### config.mk
export PLATFORM = sky130hd
export DESIGN_NAME = mwdphe_ctrl
export DESIGN_NICKNAME = d
export VERILOG_FILES = /design/src/mwdphe_pkg.sv /design/src/mwdphe_ctrl.sv
export SDC_FILE = /design/constraint.sdc
export NUM_CORES = 1
export LEC_CHECK = 0
export BUFFER_PORTS_ARGS = -buffer_cell sky130_fd_sc_hd__buf_2
export CORE_MARGIN = 1
export CORE_UTILIZATION = 43
export CTS_BUF_LIST = sky130_fd_sc_hd__clkbuf_8
export CTS_CLUSTER_DIAMETER = 30
export CTS_CLUSTER_SIZE = 30
export DETAILED_ROUTE_END_ITERATION = 7
export PLACE_DENSITY = 0.81
export SLEW_MARGIN = 20
export SYNTH_ARGS = -nofsm -noshare
export SYNTH_HDL_FRONTEND = slang
export SYNTH_SLANG_ARGS = --single-unit
export TNS_END_PERCENT = 20
### constraint.sdc
create_clock -name clk_i -period 1.55 [get_ports clk_i]
set_input_delay 0.155 -clock clk_i [delete_from_list [all_inputs] [get_ports clk_i]]
set_output_delay 0.155 -clock clk_i [all_outputs]
set_load 0.05 [all_outputs]
### src/mwdphe_pkg.sv
// shared types, constants and register codes of the mwd pulse height extractor
package mwdphe_pkg;

  localparam int unsigned DEF_MAX_DIFF_WINDOW = 1024;
  localparam int unsigned DEF_MAX_AVG_WINDOW  = 512;
  localparam int unsigned DEF_ACC_WIDTH       = 48;

  localparam int unsigned CFG_IDX_W  = 3;
  localparam int unsigned CFG_DATA_W = 24;

  localparam int unsigned DIV_DIVIDEND_W = 64;
  localparam int unsigned DIV_DIVISOR_W  = 40;
  localparam int unsigned DIV_STEPS      = 64;

  typedef enum logic [CFG_IDX_W-1:0] {
    CFG_DECAY_COEFF,
    CFG_DIFF_WINDOW,
    CFG_AVG_WINDOW,
    CFG_AVG_RECIP,
    CFG_BASELINE_MARGIN,
    CFG_GRAD_THRESHOLD,
    CFG_LEARN_LENGTH,
    CFG_HOLDOFF_LENGTH
  } cfg_idx_e;

  localparam logic [23:0]        RST_DECAY_COEFF     = 24'd16776309;
  localparam logic [10:0]        RST_DIFF_WINDOW     = 11'd1000;
  localparam logic [9:0]         RST_AVG_WINDOW      = 10'd500;
  localparam logic [23:0]        RST_AVG_RECIP       = 24'd33554;
  localparam logic [15:0]        RST_BASELINE_MARGIN = 16'd40;
  localparam logic signed [16:0] RST_GRAD_THRESHOLD  = -17'sd26;
  localparam logic [19:0]        RST_LEARN_LENGTH    = 20'd100000;
  localparam logic [19:0]        RST_HOLDOFF_LENGTH  = 20'd150000;

  typedef enum logic [3:0] {
    S_IDLE,
    S_MUL,
    S_ACC,
    S_DIFF,
    S_MAG,
    S_PH,
    S_PL,
    S_LVL,
    S_PROC,
    S_DIVST,
    S_DIV,
    S_MEAN,
    S_PEAK,
    S_FIN
  } ctrl_state_e;

  typedef struct packed {
    logic load_x;
    logic mul;
    logic acc_upd;
    logic diff_upd;
    logic lvl_early;
    logic lvl_mag;
    logic lvl_ph;
    logic lvl_pl;
    logic lvl_set;
    logic set_post;
    logic hold_dec;
    logic hold_ld_learn;
    logic hold_ld_post;
    logic take_base;
    logic div_start;
    logic mean_ld;
    logic min_upd;
    logic emit;
    logic finish;
  } cmd_t;

  typedef struct packed {
    logic early;
    logic proc_en;
    logic pre_learn;
    logic i_lt_m;
    logic i_le_learn;
    logic hold_nz;
    logic in_post;
    logic steep_learn;
    logic steep_post;
    logic count_nz;
    logic div_done;
    logic lt_thr;
    logic deepen;
    logic min_nz;
    logic eq_thr;
    logic out_free;
  } sts_t;

endpackage

### src/mwdphe_ctrl.sv
// sequencer that steps one sample through filter, baseline and pulse finding
module mwdphe_ctrl import mwdphe_pkg::*; (
  input  logic clk_i,
  input  logic rst_ni,
  input  logic in_valid_i,
  output logic in_stall_o,
  input  sts_t sts_i,
  output cmd_t cmd_o
);

  ctrl_state_e state_q, state_d;

  always_ff @(posedge clk_i or negedge rst_ni) begin
    if (!rst_ni) begin
      state_q <= S_IDLE;
    end else begin
      state_q <= state_d;
    end
  end

  always_comb begin
    state_d = state_q;
    cmd_o   = '0;
    unique case (state_q)
      S_IDLE: begin
        if (in_valid_i) begin
          cmd_o.load_x = 1'b1;
          state_d      = S_MUL;
        end
      end
      S_MUL: begin
        cmd_o.mul = 1'b1;
        state_d   = S_ACC;
      end
      S_ACC: begin
        cmd_o.acc_upd = 1'b1;
        state_d       = S_DIFF;
      end
      S_DIFF: begin
        cmd_o.diff_upd = 1'b1;
        state_d        = S_MAG;
      end
      S_MAG: begin
        if (sts_i.early) begin
          cmd_o.lvl_early = 1'b1;
          state_d         = S_PROC;
        end else begin
          cmd_o.lvl_mag = 1'b1;
          state_d       = S_PH;
        end
      end
      S_PH: begin
        cmd_o.lvl_ph = 1'b1;
        state_d      = S_PL;
      end
      S_PL: begin
        cmd_o.lvl_pl = 1'b1;
        state_d      = S_LVL;
      end
      S_LVL: begin
        cmd_o.lvl_set = 1'b1;
        state_d       = S_PROC;
      end
      S_PROC: begin
        state_d = S_FIN;
        if (sts_i.proc_en) begin
          if (sts_i.pre_learn && sts_i.i_lt_m) begin
            state_d = S_FIN;
          end else if (sts_i.pre_learn && sts_i.i_le_learn) begin
            priority if (sts_i.hold_nz) begin
              cmd_o.hold_dec = 1'b1;
            end else if (sts_i.steep_learn) begin
              cmd_o.hold_ld_learn = 1'b1;
            end else begin
              cmd_o.take_base = 1'b1;
            end
          end else begin
            // entering the post-learning phase clears a running holdoff unless a steep drop reloads it
            cmd_o.set_post = !sts_i.in_post;
            priority if (sts_i.in_post && sts_i.hold_nz) begin
              cmd_o.hold_dec = 1'b1;
              state_d        = S_DIVST;
            end else if (sts_i.steep_post) begin
              cmd_o.hold_ld_post = 1'b1;
            end else begin
              cmd_o.take_base = 1'b1;
              state_d         = S_DIVST;
            end
          end
        end
      end
      S_DIVST: begin
        if (sts_i.count_nz) begin
          cmd_o.div_start = 1'b1;
          state_d         = S_DIV;
        end else begin
          state_d = S_FIN;
        end
      end
      S_DIV: begin
        if (sts_i.div_done) begin
          state_d = S_MEAN;
        end
      end
      S_MEAN: begin
        cmd_o.mean_ld = 1'b1;
        state_d       = S_PEAK;
      end
      S_PEAK: begin
        if (sts_i.lt_thr) begin
          cmd_o.min_upd = sts_i.deepen;
          state_d       = S_FIN;
        end else if (!sts_i.min_nz || sts_i.eq_thr) begin
          state_d = S_FIN;
        end else if (sts_i.out_free) begin
          cmd_o.emit = 1'b1;
          state_d    = S_FIN;
        end
      end
      S_FIN: begin
        cmd_o.finish = 1'b1;
        state_d      = S_IDLE;
      end
      default: begin
        state_d = S_IDLE;
      end
    endcase
  end

  assign in_stall_o = state_q != S_IDLE;

endmodule
==> implementation parameters <==
Parameter                              Value

Timing
  Setup violators final ... 14
  Largest clock skew in the final design ... 0.00589 ns
  Max Clock Freq ... 593 MHz
  Setup repair after global routing missed its margin ... yes
  Least setup slack across all paths after layout ... -0.136 ns
  Summed negative setup slack over all endpoints ... -0.793 ns
  Total count of max-transition violations in the final report ... 0
  Fin. Hold Viols ... 0
  Period utilisation layout ... 1.09
  Period minus WS final ... 1.69 ns
  Worst slew pin tran ... 0.401 ns
  Max-Slew Margin vs Limit ... 0.730

CTS
  CTS Buffer Depth ... 2
  Number of buffers inserted during clock tree synthesis ... 3
  Number of sinks driven by the clock tree ... 4
  H-tree depth ... 1
  CTS tree ... yes
  Root buf cell ... sky130_fd_sc_hd__clkbuf_8
  Insertion delay to the later sink of the worst-skew pair ... 0.22 ns
  Clock transition time at the flip-flop clock pins of the worst setup and hold paths ... 0.04 ns

Setup path
  CP Launch Type ... flop
  R2R setup slack ... -0.04 ns
  Required time of the critical path ... 1.39 ns
  Worst r2r path cells ... 4
  Peak fanout along the critical path ... 5
  Capturing element of the worst setup path ... cmd_o[18]
  Reg-to-reg critical path endpoint ... state_q[2]$_DFFE_PN0P_
  Capturing element type of the critical path ... primary output
  Kind of critical path ... flop to primary output
  Startpoint of the worst register-to-register path ... state_q[0]$_DFFE_PN0P_
  Arrival time reported for the critical path endpoint ... 1.53 ns
  Origin of the worst setup path ... state_q[1]$_DFFE_PN0P_

Final layout
  Number of nets in the final layout ... 145
  Final design instance area without fill ... 0.00114 mm^2
  Top Registers ... state_q x4
  Share of post-route cells with drive strength above 1 ... 0.653
  Max FFs per register ... 4
  Syn-to-layout area delta ... 88.8%
  Count of placed standard cells in the final layout, fillers left out ... 139
  Top reg by flops ... state_q
  Final Util ... 0.879
  Antenna diode count ... 0

Die
  Die area ... 0.00156 mm^2
  Die width ... 39.5 um
  Ports ... 39
  Standard-cell row count ... 13
  Std-Cell Core Area ... 0.00130 mm^2
  Initial standard-cell utilization of the core ... 0.465
  Die H ... 39.5 um

Place
  Routability congestion estimate from global placement ... 0.803
  Inst Count DP ... 133
  Port-buffer cells ... 38
  Post-Place Cell Area ... 853 um^2
  Placed wire-length estimate after detailed placement ... 1440 um

Logic synthesis
  Number of unique standard cell types used by synthesis ... 36
  Synth async-reset ratio ... 1.00
  Mean instance size in the synthesized netlist ... 7.97 um^2
  Most used flip-flop cell after synthesis ... sky130_fd_sc_hd__dfrtp_1
  Register bit count reported by yosys ... 4
  Cell types with the largest area share after synthesis ... sky130_fd_sc_hd__dfrtp_1 (17%), sky130_fd_sc_hd__nor2_1 (8.7%), sky130_fd_sc_hd__buf_6 (5.6%)
  Synth Cell Area ... 606 um^2
  Number of synthesis warnings ... 0
  Post-synth EDFFs ... 0
  Most frequent cells after synthesis ... sky130_fd_sc_hd__nor2_1 (14), sky130_fd_sc_hd__nor3_1 (6), sky130_fd_sc_hd__a21oi_1 (5)
  Sequential fraction of the synthesis area ... 0.165
  Number of standard cells after synthesis ... 76
  Number of nets produced by synthesis ... 95
  Proportion of netlist area held by the largest area contributor ... 0.165
  Top cell type by total area after synthesis ... sky130_fd_sc_hd__dfrtp_1
  Most frequently used cell type in the post-synthesis netlist ... sky130_fd_sc_hd__nor2_1

Pwr
  Net switching share of the total power ... 0.523
  Standby leakage power ... 0.509 nW
  Final total power ... 0.00217 W
  Sequential Power Share ... 0.121
  Portion of total power attributed to combinational logic ... 0.774
  Sw power ... 0.00114 W
  Part of the total power dissipated in the clock network ... 0.105
  Peak supply drop ... 1200 uV
  Internal power component ... 0.00104 W
  Pwr dens ... 1900 mW/mm^2

GRT
  Global routing usage on met3 ... 0.0511
  First-pass GRT wire length ... 3140 um
  Met1 track demand over resource ... 0.305
  Final global-route overflow total ... 0
  Initial antenna violation count ... 0
  Total global routing track utilization ... 0.301
  Global route hottest layer ... met2
  Number of global-route vias before repair ... 714
  Pin count of the biggest net entering global routing ... 9
  Grt met2 use ... 0.570

Route
  TritonRoute pass-1 iters ... 4
  Detailed-route via count ... 804
  Number of nets still failing antenna checks after routing ... 0
  Via-to-Cell Ratio ... 5.78
  Count of routing violations after the opening detailed-route iteration ... 17
  Wire per inst ... 15.9 um
  Post-Route WL ... 2210 um
  DRC violations left ... 0

Status
  Result of the run ... complete, but fails checks
  Failing checks ... setup timing

Hold path
  Hold Path Class ... primary input to flop

Run
  Number of maximum-capacitance violations ... 0
[cells by family after synthesis]
| group | after synthesis | share of synthesized area |
|---|---|---|
| compound gates | 17 | 0.250 |
| buf+inv | 8 | 0.0930 |
| flops | 4 | 0.165 |
| simple gates | 47 | 0.492 |
[routing by layer]
metal | part of all wire | vias up | wire [um]
met3 | 0.048 | 11 | 106
met4 | 0.040 | 0 | 89
li1 | - | 379 | -
met1 | 0.36 | 371 | 790
met5 | 0 | - | 0
met2 | 0.55 | 43 | 1220
[critical path: stages (launching register included)]
cell and delay (ns):
sky130_fd_sc_hd__dfrtp_2 0.45, sky130_fd_sc_hd__or4_4 0.59, sky130_fd_sc_hd__nor2_4 0.11, sky130_fd_sc_hd__buf_8 0.15
[cells in the final DEF (no fill, tap or decap), types with 2 or more instances in the layout]
cell type,n
sky130_fd_sc_hd__o211a_1,2
sky130_fd_sc_hd__dfrtp_2,2
sky130_fd_sc_hd__buf_2,20
sky130_fd_sc_hd__nor3_4,3
sky130_fd_sc_hd__buf_4,9
sky130_fd_sc_hd__inv_1,4
sky130_fd_sc_hd__nor3_2,3
sky130_fd_sc_hd__dfrtp_1,2
sky130_fd_sc_hd__nor2_4,3
sky130_fd_sc_hd__buf_6,18
sky130_fd_sc_hd__nor2_2,4
sky130_fd_sc_hd__clkbuf_8,3
sky130_fd_sc_hd__a21oi_1,5
sky130_fd_sc_hd__nor2_1,9
sky130_fd_sc_hd__or2b_4,3
sky130_fd_sc_hd__nand2b_1,4
sky130_fd_sc_hd__nand2_1,3
sky130_fd_sc_hd__nand4_1,2
sky130_fd_sc_hd__nor4b_2,2
[how the worst min path moves through the flow]
| stage | from | endpoint | slack (ns) | cells after the start |
|---|---|---|---|---|
| global route | in_valid_i | state_q[0]$_DFFE_PN0P_ | 0.26 | 3 |
| floorplan | rst_ni | state_q[0]$_DFFE_PN0P_ | -0.14 | 0 |
| detailed placement | rst_ni | state_q[1]$_DFFE_PN0P_ | -0.03 | 1 |
| global placement | rst_ni | state_q[1]$_DFFE_PN0P_ | -0.04 | 1 |
| finish | in_valid_i | state_q[0]$_DFFE_PN0P_ | 0.25 | 3 |
| CTS | in_valid_i | state_q[0]$_DFFE_PN0P_ | 0.24 | 3 |
[power by group through the flow]
stage	clock (W)	sequential (W)	combinational [W]
floorplan	0	0.000210	0.00102
global placement	0	0.000239	0.00124
detailed placement	0	0.000242	0.00127
CTS	0.000230	0.000249	0.00149
global route	0.000235	0.000272	0.00178
finish	0.000229	0.000263	0.00168
[final cells by class]
cell class | count | area, um^2
Inverter | 4 | 15.0
Multi-Input combinational cell | 64 | 571
Fill cell | 67 | 158
Timing Repair Buffer | 49 | 395
Tap cell | 15 | 18.8
Clock buffer | 3 | 41.3
Sequential cell | 4 | 103
[timing repair]
| item | in CTS | in global routing |
|---|---|---|
| endpoints found under the setup margin | 21 | 22 |
| resized for setup | 40 | 23 |
| pin swaps | 1 | 0 |
| hold buffers | 1 | 0 |
| hold endpoints to repair | 4 | 0 |
| buffers inserted | 2 | 0 |
[through the flow]
step,worst slack (ns),hold WS (ns)
6_report,-0.136,0.253
5_1_grt,-0.162,0.261
4_1_cts,-0.108,0.244
3_5_place_dp,-0.0323,-0.0322
3_3_place_gp,0.0230,-0.0355
2_1_floorplan,-0.428,-0.141
Power figures use the tool's default switching activity.
